$ cat src/sv/esspan_pkg.sv
// ----------------------------------------------------------------------------
// esspan_pkg: shared types and constants for the ellipse scanline span core
// Holds the fixed limits, the pipeline depths and the side-band struct that
// travels with every transaction through the pipeline.
// ----------------------------------------------------------------------------
package esspan_pkg;

  // Largest supported window size and radius.
  localparam int unsigned WindowMax = 1024;
  localparam int unsigned RadiusMax = 511;

  // Pipeline geometry: two multiply stages, one square-root step per stage,
  // one quotient bit per divider stage.
  localparam int unsigned SqrtSteps = 18;
  localparam int unsigned DivSteps  = 9;
  localparam int unsigned SbStages  = 2 + SqrtSteps + DivSteps;

  // Register indexes on the configuration port.
  localparam logic [1:0] RegWindowX = 2'd0;
  localparam logic [1:0] RegWindowY = 2'd1;
  localparam logic [1:0] RegWindowW = 2'd2;
  localparam logic [1:0] RegWindowH = 2'd3;

  // Side-band data carried alongside the arithmetic.
  typedef struct packed {
    logic               vld;
    logic               keep;
    logic signed [11:0] cx;
    logic [9:0]         row;
    logic [8:0]         ry;
    logic [15:0]        color;
  } sb_t;

endpackage

$ cat src/sv/ellipse_scanline_span_core.sv
// ----------------------------------------------------------------------------
// ellipse_scanline_span_core: at most one filled-ellipse scanline span per transaction
// One transaction is accepted every cycle while the result side keeps up.
// Each transaction passes 30 registers, the first loaded at acceptance:
// two multiply stages, the 18-stage square-root pipeline, the 9-stage divider
// and the output register. The whole pipeline advances together and stalls
// on out_ready. Synchronous active-low reset clears all valid bits and loads
// the window registers with origin 0,0 and size 240 by 135.
// ----------------------------------------------------------------------------
module ellipse_scanline_span_core (
  input  logic               clk,
  input  logic               rst_n,
  // Input channel
  input  logic               in_valid,
  output logic               in_ready,
  input  logic signed [10:0] in_center_x,
  input  logic signed [10:0] in_center_y,
  input  logic [8:0]         in_radius_x,
  input  logic [8:0]         in_radius_y,
  input  logic signed [9:0]  in_row_offset,
  input  logic [15:0]        in_fill_color,
  // Result channel
  output logic               out_valid,
  input  logic               out_ready,
  output logic [9:0]         out_span_row,
  output logic [9:0]         out_span_first,
  output logic [9:0]         out_span_last,
  output logic [15:0]        out_span_color,
  // Configuration port
  input  logic               psel,
  input  logic               penable,
  input  logic               pwrite,
  input  logic [3:0]         paddr,
  input  logic [31:0]        pwdata,
  output logic [31:0]        prdata,
  output logic               pready
);

  localparam int unsigned SQ = esspan_pkg::SqrtSteps;
  localparam int unsigned DV = esspan_pkg::DivSteps;
  localparam int unsigned SB = esspan_pkg::SbStages;

  // Configuration registers.
  logic signed [10:0] win_x_r, win_y_r;
  logic [10:0]        win_w_r, win_h_r;
  logic [1:0]         reg_idx;

  assign pready  = 1'b1;
  assign reg_idx = paddr[3:2];

  always_ff @(posedge clk) begin
    if (!rst_n) begin
      win_x_r <= '0;
      win_y_r <= '0;
      win_w_r <= 11'd240;
      win_h_r <= 11'd135;
    end else if (psel && penable && pwrite && pready) begin
      case (reg_idx)
        esspan_pkg::RegWindowX: win_x_r <= pwdata[10:0];
        esspan_pkg::RegWindowY: win_y_r <= pwdata[10:0];
        esspan_pkg::RegWindowW: win_w_r <= pwdata[10:0];
        esspan_pkg::RegWindowH: win_h_r <= pwdata[10:0];
        default: ;
      endcase
    end
  end

  // Register read-back.
  always_comb begin
    case (reg_idx)
      esspan_pkg::RegWindowX: prdata = {{21{win_x_r[10]}}, win_x_r};
      esspan_pkg::RegWindowY: prdata = {{21{win_y_r[10]}}, win_y_r};
      esspan_pkg::RegWindowW: prdata = {21'd0, win_w_r};
      esspan_pkg::RegWindowH: prdata = {21'd0, win_h_r};
      default:                prdata = '0;
    endcase
  end

  // Global pipeline advance: everything moves when the output slot is free.
  logic out_valid_r;
  logic adv;
  assign adv      = !out_valid_r || out_ready;
  assign in_ready = adv;

  // Saturated window size.
  logic [10:0] win_w_sat, win_h_sat;
  assign win_w_sat = (win_w_r > 11'(esspan_pkg::WindowMax)) ?
                     11'(esspan_pkg::WindowMax) : win_w_r;
  assign win_h_sat = (win_h_r > 11'(esspan_pkg::WindowMax)) ?
                     11'(esspan_pkg::WindowMax) : win_h_r;

  // Stage A: window shift, row check, squares.
  logic signed [11:0] a_cx, a_cy;
  logic signed [12:0] a_row;
  logic [8:0]         a_rx, a_ry;
  logic [9:0]         a_ady;
  logic               a_keep;
  logic [17:0]        a_rx2, a_d;
  logic [17:0]        ry2, ady2;

  always_comb begin
    a_cx  = 12'(in_center_x) - 12'(win_x_r);
    a_cy  = 12'(in_center_y) - 12'(win_y_r);
    a_row = 13'(a_cy) + 13'(in_row_offset);
    a_rx  = (in_radius_x > 9'(esspan_pkg::RadiusMax)) ?
            9'(esspan_pkg::RadiusMax) : in_radius_x;
    a_ry  = (in_radius_y > 9'(esspan_pkg::RadiusMax)) ?
            9'(esspan_pkg::RadiusMax) : in_radius_y;
    a_ady = in_row_offset[9] ? 10'(-in_row_offset) : 10'(in_row_offset);
    a_keep = (a_ry != 9'd0) && (a_ady <= 10'(a_ry)) && !a_row[12] &&
             (a_row < 13'(win_h_sat));
    a_rx2 = 18'(a_rx) * 18'(a_rx);
    ry2   = 18'(a_ry) * 18'(a_ry);
    ady2  = 18'(a_ady[8:0]) * 18'(a_ady[8:0]);
    a_d   = ry2 - ady2;
  end

  esspan_pkg::sb_t sb_r [0:SB-1];
  logic [17:0] rx2_r, d_r;
  logic [35:0] n_r;

  always_ff @(posedge clk) begin
    if (!rst_n) begin
      sb_r[0].vld <= 1'b0;
      sb_r[1].vld <= 1'b0;
    end else if (adv) begin
      sb_r[0].vld <= in_valid;
      sb_r[1].vld <= sb_r[0].vld;
    end
  end

  always_ff @(posedge clk) begin
    if (adv) begin
      sb_r[0].keep  <= a_keep;
      sb_r[0].cx    <= a_cx;
      sb_r[0].row   <= a_row[9:0];
      sb_r[0].ry    <= a_ry;
      sb_r[0].color <= in_fill_color;
      rx2_r         <= a_rx2;
      d_r           <= a_d;
      // Stage B: radicand rx^2 * (ry^2 - dy^2).
      {sb_r[1].keep, sb_r[1].cx, sb_r[1].row, sb_r[1].ry, sb_r[1].color} <=
        {sb_r[0].keep, sb_r[0].cx, sb_r[0].row, sb_r[0].ry, sb_r[0].color};
      n_r <= 36'(rx2_r) * 36'(d_r);
    end
  end

  // Square-root pipeline: one result bit per stage, two radicand bits in.
  logic [20:0] sqr_r [0:SQ-1];
  logic [17:0] sqq_r [0:SQ-1];
  logic [35:0] sqn_r [0:SQ-1];

  for (genvar k = 0; k < SQ; k++) begin : g_sqrt
    logic [20:0] r_in, rr, t;
    logic [17:0] q_in;
    logic [35:0] n_in;

    if (k == 0) begin : g_first
      assign r_in = '0;
      assign q_in = '0;
      assign n_in = n_r;
    end else begin : g_next
      assign r_in = sqr_r[k-1];
      assign q_in = sqq_r[k-1];
      assign n_in = sqn_r[k-1];
    end

    assign rr = {r_in[18:0], n_in[35:34]};
    assign t  = {1'b0, q_in, 2'b01};

    always_ff @(posedge clk) begin
      if (!rst_n) begin
        sb_r[2+k].vld <= 1'b0;
      end else if (adv) begin
        sb_r[2+k].vld <= sb_r[1+k].vld;
      end
    end

    always_ff @(posedge clk) begin
      if (adv) begin
        {sb_r[2+k].keep, sb_r[2+k].cx, sb_r[2+k].row, sb_r[2+k].ry,
         sb_r[2+k].color} <= {sb_r[1+k].keep, sb_r[1+k].cx, sb_r[1+k].row,
                              sb_r[1+k].ry, sb_r[1+k].color};
        sqn_r[k] <= {n_in[33:0], 2'b00};
        if (rr >= t) begin
          sqr_r[k] <= rr - t;
          sqq_r[k] <= {q_in[16:0], 1'b1};
        end else begin
          sqr_r[k] <= rr;
          sqq_r[k] <= {q_in[16:0], 1'b0};
        end
      end
    end
  end

  // Divider pipeline: root / ry, one quotient bit per stage, MSB first.
  logic [17:0] dr_r [0:DV-1];
  logic [8:0]  dq_r [0:DV-1];

  for (genvar j = 0; j < DV; j++) begin : g_div
    logic [17:0] rem_in, dvs;
    logic [8:0]  q_in;

    if (j == 0) begin : g_first
      assign rem_in = sqq_r[SQ-1];
      assign q_in   = '0;
    end else begin : g_next
      assign rem_in = dr_r[j-1];
      assign q_in   = dq_r[j-1];
    end

    assign dvs = 18'(sb_r[1+SQ+j].ry) << (DV-1-j);

    always_ff @(posedge clk) begin
      if (!rst_n) begin
        sb_r[2+SQ+j].vld <= 1'b0;
      end else if (adv) begin
        sb_r[2+SQ+j].vld <= sb_r[1+SQ+j].vld;
      end
    end

    always_ff @(posedge clk) begin
      if (adv) begin
        {sb_r[2+SQ+j].keep, sb_r[2+SQ+j].cx, sb_r[2+SQ+j].row, sb_r[2+SQ+j].ry,
         sb_r[2+SQ+j].color} <= {sb_r[1+SQ+j].keep, sb_r[1+SQ+j].cx,
                                 sb_r[1+SQ+j].row, sb_r[1+SQ+j].ry,
                                 sb_r[1+SQ+j].color};
        if (rem_in >= dvs) begin
          dr_r[j] <= rem_in - dvs;
          dq_r[j] <= q_in | (9'd1 << (DV-1-j));
        end else begin
          dr_r[j] <= rem_in;
          dq_r[j] <= q_in;
        end
      end
    end
  end

  // Final stage: span ends and clipping to the window width.
  logic signed [12:0] f_first, f_last, f_wm1;
  logic [9:0]         out_row_r, out_first_r, out_last_r;
  logic [15:0]        out_color_r;
  logic               f_ok;

  always_comb begin
    f_first = 13'(sb_r[SB-1].cx) - 13'(dq_r[DV-1]);
    f_last  = 13'(sb_r[SB-1].cx) + 13'(dq_r[DV-1]);
    f_wm1   = 13'(win_w_sat) - 13'sd1;
    if (f_first < 13'sd0) f_first = 13'sd0;
    if (f_last > f_wm1)   f_last  = f_wm1;
    f_ok = sb_r[SB-1].vld && sb_r[SB-1].keep && (f_first <= f_last);
  end

  always_ff @(posedge clk) begin
    if (!rst_n) begin
      out_valid_r <= 1'b0;
    end else if (adv) begin
      out_valid_r <= f_ok;
    end
  end

  always_ff @(posedge clk) begin
    if (adv) begin
      out_row_r   <= sb_r[SB-1].row;
      out_first_r <= f_first[9:0];
      out_last_r  <= f_last[9:0];
      out_color_r <= sb_r[SB-1].color;
    end
  end

  assign out_valid      = out_valid_r;
  assign out_span_row   = out_row_r;
  assign out_span_first = out_first_r;
  assign out_span_last  = out_last_r;
  assign out_span_color = out_color_r;

  // A held result keeps its valid flag.
  assert property (@(posedge clk) disable iff (!rst_n)
    out_valid_r && !out_ready |=> out_valid_r)
    else $error("result dropped while stalled");

  // A delivered span is never empty.
  assert property (@(posedge clk) disable iff (!rst_n)
    out_valid_r |-> out_first_r <= out_last_r)
    else $error("empty span delivered");

  // Input is taken only when the pipeline advances.
  assert property (@(posedge clk) disable iff (!rst_n)
    in_ready == (!out_valid_r || out_ready))
    else $error("input ready out of step with pipeline");

endmodule

$ cat config.mk
export PLATFORM = sky130hd
export DESIGN_NAME = ellipse_scanline_span_core
export DESIGN_NICKNAME = d
export VERILOG_FILES = /design/src/sv/esspan_pkg.sv /design/src/sv/ellipse_scanline_span_core.sv
export SDC_FILE = /design/constraint.sdc
export NUM_CORES = 2
export LEC_CHECK = 0
export ABC_CLOCK_PERIOD_IN_PS = 73700
export BUFFER_PORTS_ARGS = -buffer_cell sky130_fd_sc_hd__buf_2
export CELL_PAD_IN_SITES_DETAIL_PLACEMENT = 0
export CELL_PAD_IN_SITES_GLOBAL_PLACEMENT = 1
export CORE_MARGIN = 2
export CORE_UTILIZATION = 40
export CTS_BUF_LIST = sky130_fd_sc_hd__clkbuf_16
export DETAILED_ROUTE_END_ITERATION = 8
export PLACE_DENSITY_LB_ADDON = 0.12
export SYNTH_ARGS = -nofsm -noshare
export SYNTH_HDL_FRONTEND = slang
export SYNTH_SLANG_ARGS = --single-unit
$ cat constraint.sdc
create_clock -name clk -period 73.7 [get_ports clk]
set_input_delay 14.74 -clock clk [delete_from_list [all_inputs] [get_ports clk]]
set_output_delay 14.74 -clock clk [all_outputs]
set_load 0.01 [all_outputs]
==> impl_metrics.csv <==
group,metric,value,unit
critical_path,crit_path_end_kind,"output port",
run,cap_viol_max_count,0,
detailed_routing,routed_wl,203000,microns
detailed_routing,drt-initial-drc-count,3518,
placement,hpwl,138000,microns
cells_and_area,final_cell_mix,"edfxtp_1, inv_1, nand2_1",
timing,worst_pin_slew,1.21,ns
detailed_routing,drc,0,
die,num_rows,196,
die,fp.dieArea,0.290,sq mm
clock_tree,cts-root-buf,"clkbuf_16",
cells_and_area,regArea,0.0756,sq mm
yosys,yosys_register_bits,2541,
placement,numPortBuffers,165,
die,io_pins,190,
cells_and_area,multiInputGateArea,0.0343,sq mm
detailed_routing,via_count,58478,
clock_tree,cts.sinks,2541,
global_route,antenna_found_initial,7,
yosys,netlist_area,0.114,sq mm
timing,finalSetupViolCount,0,
timing,fmax,0.0325,GHz
min_path,min_to,"sqn_r[1][18]$_DFFE_PN_",
yosys,synth_cell_types,103,
clock_tree,hold_buffers,0,
cells_and_area,fillerInstances,25225,
outcome,status,"complete, no violations",
global_route,grt_pass1_vias,60495,
yosys,synth_edf_count,2466,
cells_and_area,layout-drive-gt1-share,0.0869,
yosys,synthArstFlopShare,0,
timing,finalCriticalPeriod,30.74,ns
yosys,netlist_instances,7904,
cells_and_area,nets,9292,
clock_tree,cts_tree,"yes",
die,core,0.285,sq mm
detailed_routing,via_per_inst,4.79,
yosys,synth_warnings,0,
global_route,grt_pass1_wl,326000,microns
timing,setup_tns,0,ns
critical_path,reg2reg_depth,19,
timing,rsz0062_at_grt,"no",
detailed_routing,drt_first_pass_iters,5,
yosys,ys.flop_type,"edfxtp_1",
clock_tree,worstSkewPairLatency,0.82,ns
timing,drv_slew,0,
die,die_h,539,microns
global_route,grt_max_degree,195,
timing,fin_skew,0.0630,ns
min_path,hold_path_class,"reg2reg",
timing,final-hold-violation-count,0,
placement,place.gp.congestion,0.828,
yosys,seq_area_frac_synth,0.661,
cells_and_area,syn_to_final_growth,12.6,%
critical_path,cp.required,58.96,ns
timing,slew_headroom,0.190,
global_route,track_usage,0.139,
critical_path,critPathKind,"in2out",
die,die_w,539,microns
yosys,synth_fp_nets,8978,
critical_path,rrSetupSlack,66.53,ns
clock_tree,cts.repair.resized,0,
critical_path,r2r-start,"d_r[6]$_DFFE_PN_",
min_path,worstHoldPathCells,0,
min_path,min_from,"sqn_r[0][16]$_DFFE_PN_",
clock_tree,clk_path_buf_depth,4,
detailed_routing,wl_per_cell,16.7,microns
global_route,grt_overflow,0,
detailed_routing,ant_nets,0,
clock_tree,numCtsBuffers,284,
yosys,avgSynthCellArea,14.5,sq um
cells_and_area,final_common_cell,"edfxtp_1",
critical_path,arrival,16.00,ns
critical_path,crit_path_max_fanout,92,
critical_path,start_kind,"input port",
clock_tree,clk_pin_slew_worst_paths,0.06,ns
die,start_util,0.401,
clock_tree,cts-htree-levels,5,
critical_path,r2r_end,"g_sqrt[0].n_in[34]$_DFFE_PN_",
clock_tree,cts_setup_buffers,0,
timing,post-route-period-util,0.417,
[routing by layer]
layer,track usage,share of wire,vias to the layer above
met1,0.184,0.45,28665
met5,0,0.00013,-
met2,0.236,0.48,871
li1,-,-,28572
met3,0.0208,0.034,366
met4,0.0451,0.030,4
[worst max path at each step]
stage                   start       end  slack [ns]  depth (start not counted)
finish              out_ready  in_ready       42.96                          5
detailed placement  out_ready  in_ready       42.87                          5
floorplan           out_ready  in_ready        9.00                          5
global route        out_ready  in_ready       42.85                          5
global placement    out_ready  in_ready       42.89                          5
CTS                 out_ready  in_ready       42.87                          5
[through the flow]
| step | cells | cell area, sq um | worst slack (ns) | hold slack [ns] | util |
|---|---|---|---|---|---|
| 2_1_floorplan | 7904 | 114000 | 9.00 | 0.400 | - |
| 3_3_place_gp | 11694 | 119000 | 42.89 | 0.400 | 0.420 |
| 3_5_place_dp | 11694 | 119000 | 42.87 | 0.405 | 0.420 |
| 4_1_cts | 12197 | 129000 | 42.87 | 0.369 | 0.452 |
| 5_1_grt | 12198 | 129000 | 42.85 | 0.377 | 0.452 |
| 6_report | 12198 | 129000 | 42.96 | 0.372 | 0.452 |
[state kept, by name (all words and copies together), names as in the netlist]
signal,flops
d_r,18
dq_r,45
dr_r,144
g_div.dvs,81
g_sqrt.n_in,36
out_span_color,16
out_span_first,10
out_span_last,10
out_span_row,10
out_valid,1
rx2_r,17
sb_r,1331
sqn_r,306
sqq_r,171
sqr_r,301
win_h_r,11
win_w_r,11
win_x_r,11
win_y_r,11
[cells in the mapped netlist (7+ instances only)]
library cell / n / area (sq um)
fa_1: 392 / 7850
mux4_2: 10 / 225
a211oi_1: 23 / 173
o21bai_1: 25 / 188
a21boi_0: 79 / 593
buf_1: 11 / 41.3
o21ai_0: 195 / 976
nand2_1: 598 / 2240
nor4_1: 52 / 325
clkbuf_1: 140 / 526
or2_2: 23 / 144
or3_1: 44 / 275
a211o_1: 7 / 61.3
o21a_1: 73 / 548
edfxtp_1: 2466 / 74100
buf_4: 21 / 158
inv_1: 962 / 3610
mux2i_1: 36 / 360
ha_1: 573 / 7170
and3_1: 20 / 125
o211ai_1: 24 / 180
a21oi_1: 315 / 1580
o31ai_1: 33 / 248
o31a_1: 9 / 78.8
nor3_1: 118 / 591
mux2_2: 42 / 473
dfxtp_1: 75 / 1500
nand4_1: 51 / 319
a21o_1: 78 / 586
o41ai_1: 10 / 87.6
xnor2_1: 244 / 2140
nor3b_1: 10 / 75.1
nand3_1: 73 / 365
nor2_1: 426 / 1600
nand3b_1: 16 / 120
or4_1: 17 / 128
buf_2: 9 / 45.0
xor2_1: 156 / 1370
and2_1: 136 / 851
a31oi_1: 25 / 156
nand4b_1: 7 / 61.3
a41oi_1: 10 / 87.6
nand2b_1: 59 / 369
nor2b_1: 96 / 601
o2111ai_1: 8 / 70.1
[critical path, cell delays in order]
cell and delay, ns:
buf_2 0.11, nor2b_4 0.09, buf_4 0.40, inv_8 0.33
buf_2 0.26
[area by class of cell]
class / instances / area share
Clock buffer: 290 / 0.0564
Clock inverter: 213 / 0.0148
Antenna cell: 1 / 0.0000195
Tap cell: 3762 / 0.0366
Sequential cell: 2541 / 0.587
Inverter: 971 / 0.0284
Timing Repair Buffer: 212 / 0.00965
Multi-Input combinational cell: 4208 / 0.267
[cell families (layout without fill, tap and decap cells)]
| kind of cell | after synthesis | in the layout | share of synthesized area |
|---|---|---|---|
| DFF | 2541 | 2541 | 0.661 |
| other | 1 | 2 | 0.0000328 |
| buffers and inverters | 1155 | 1686 | 0.0389 |
| AOI/OAI and AO/OA | 972 | 972 | 0.0539 |
| muxes | 91 | 91 | 0.00975 |
| adders and majority gates | 965 | 965 | 0.131 |
| and+or+nand+nor | 1779 | 1779 | 0.0745 |
| xor gates and xnor gates | 400 | 400 | 0.0306 |
Power is left out: the tool's default activity adds up to more than one toggle a clock period on the data nets, which glitch-free logic cannot reach.
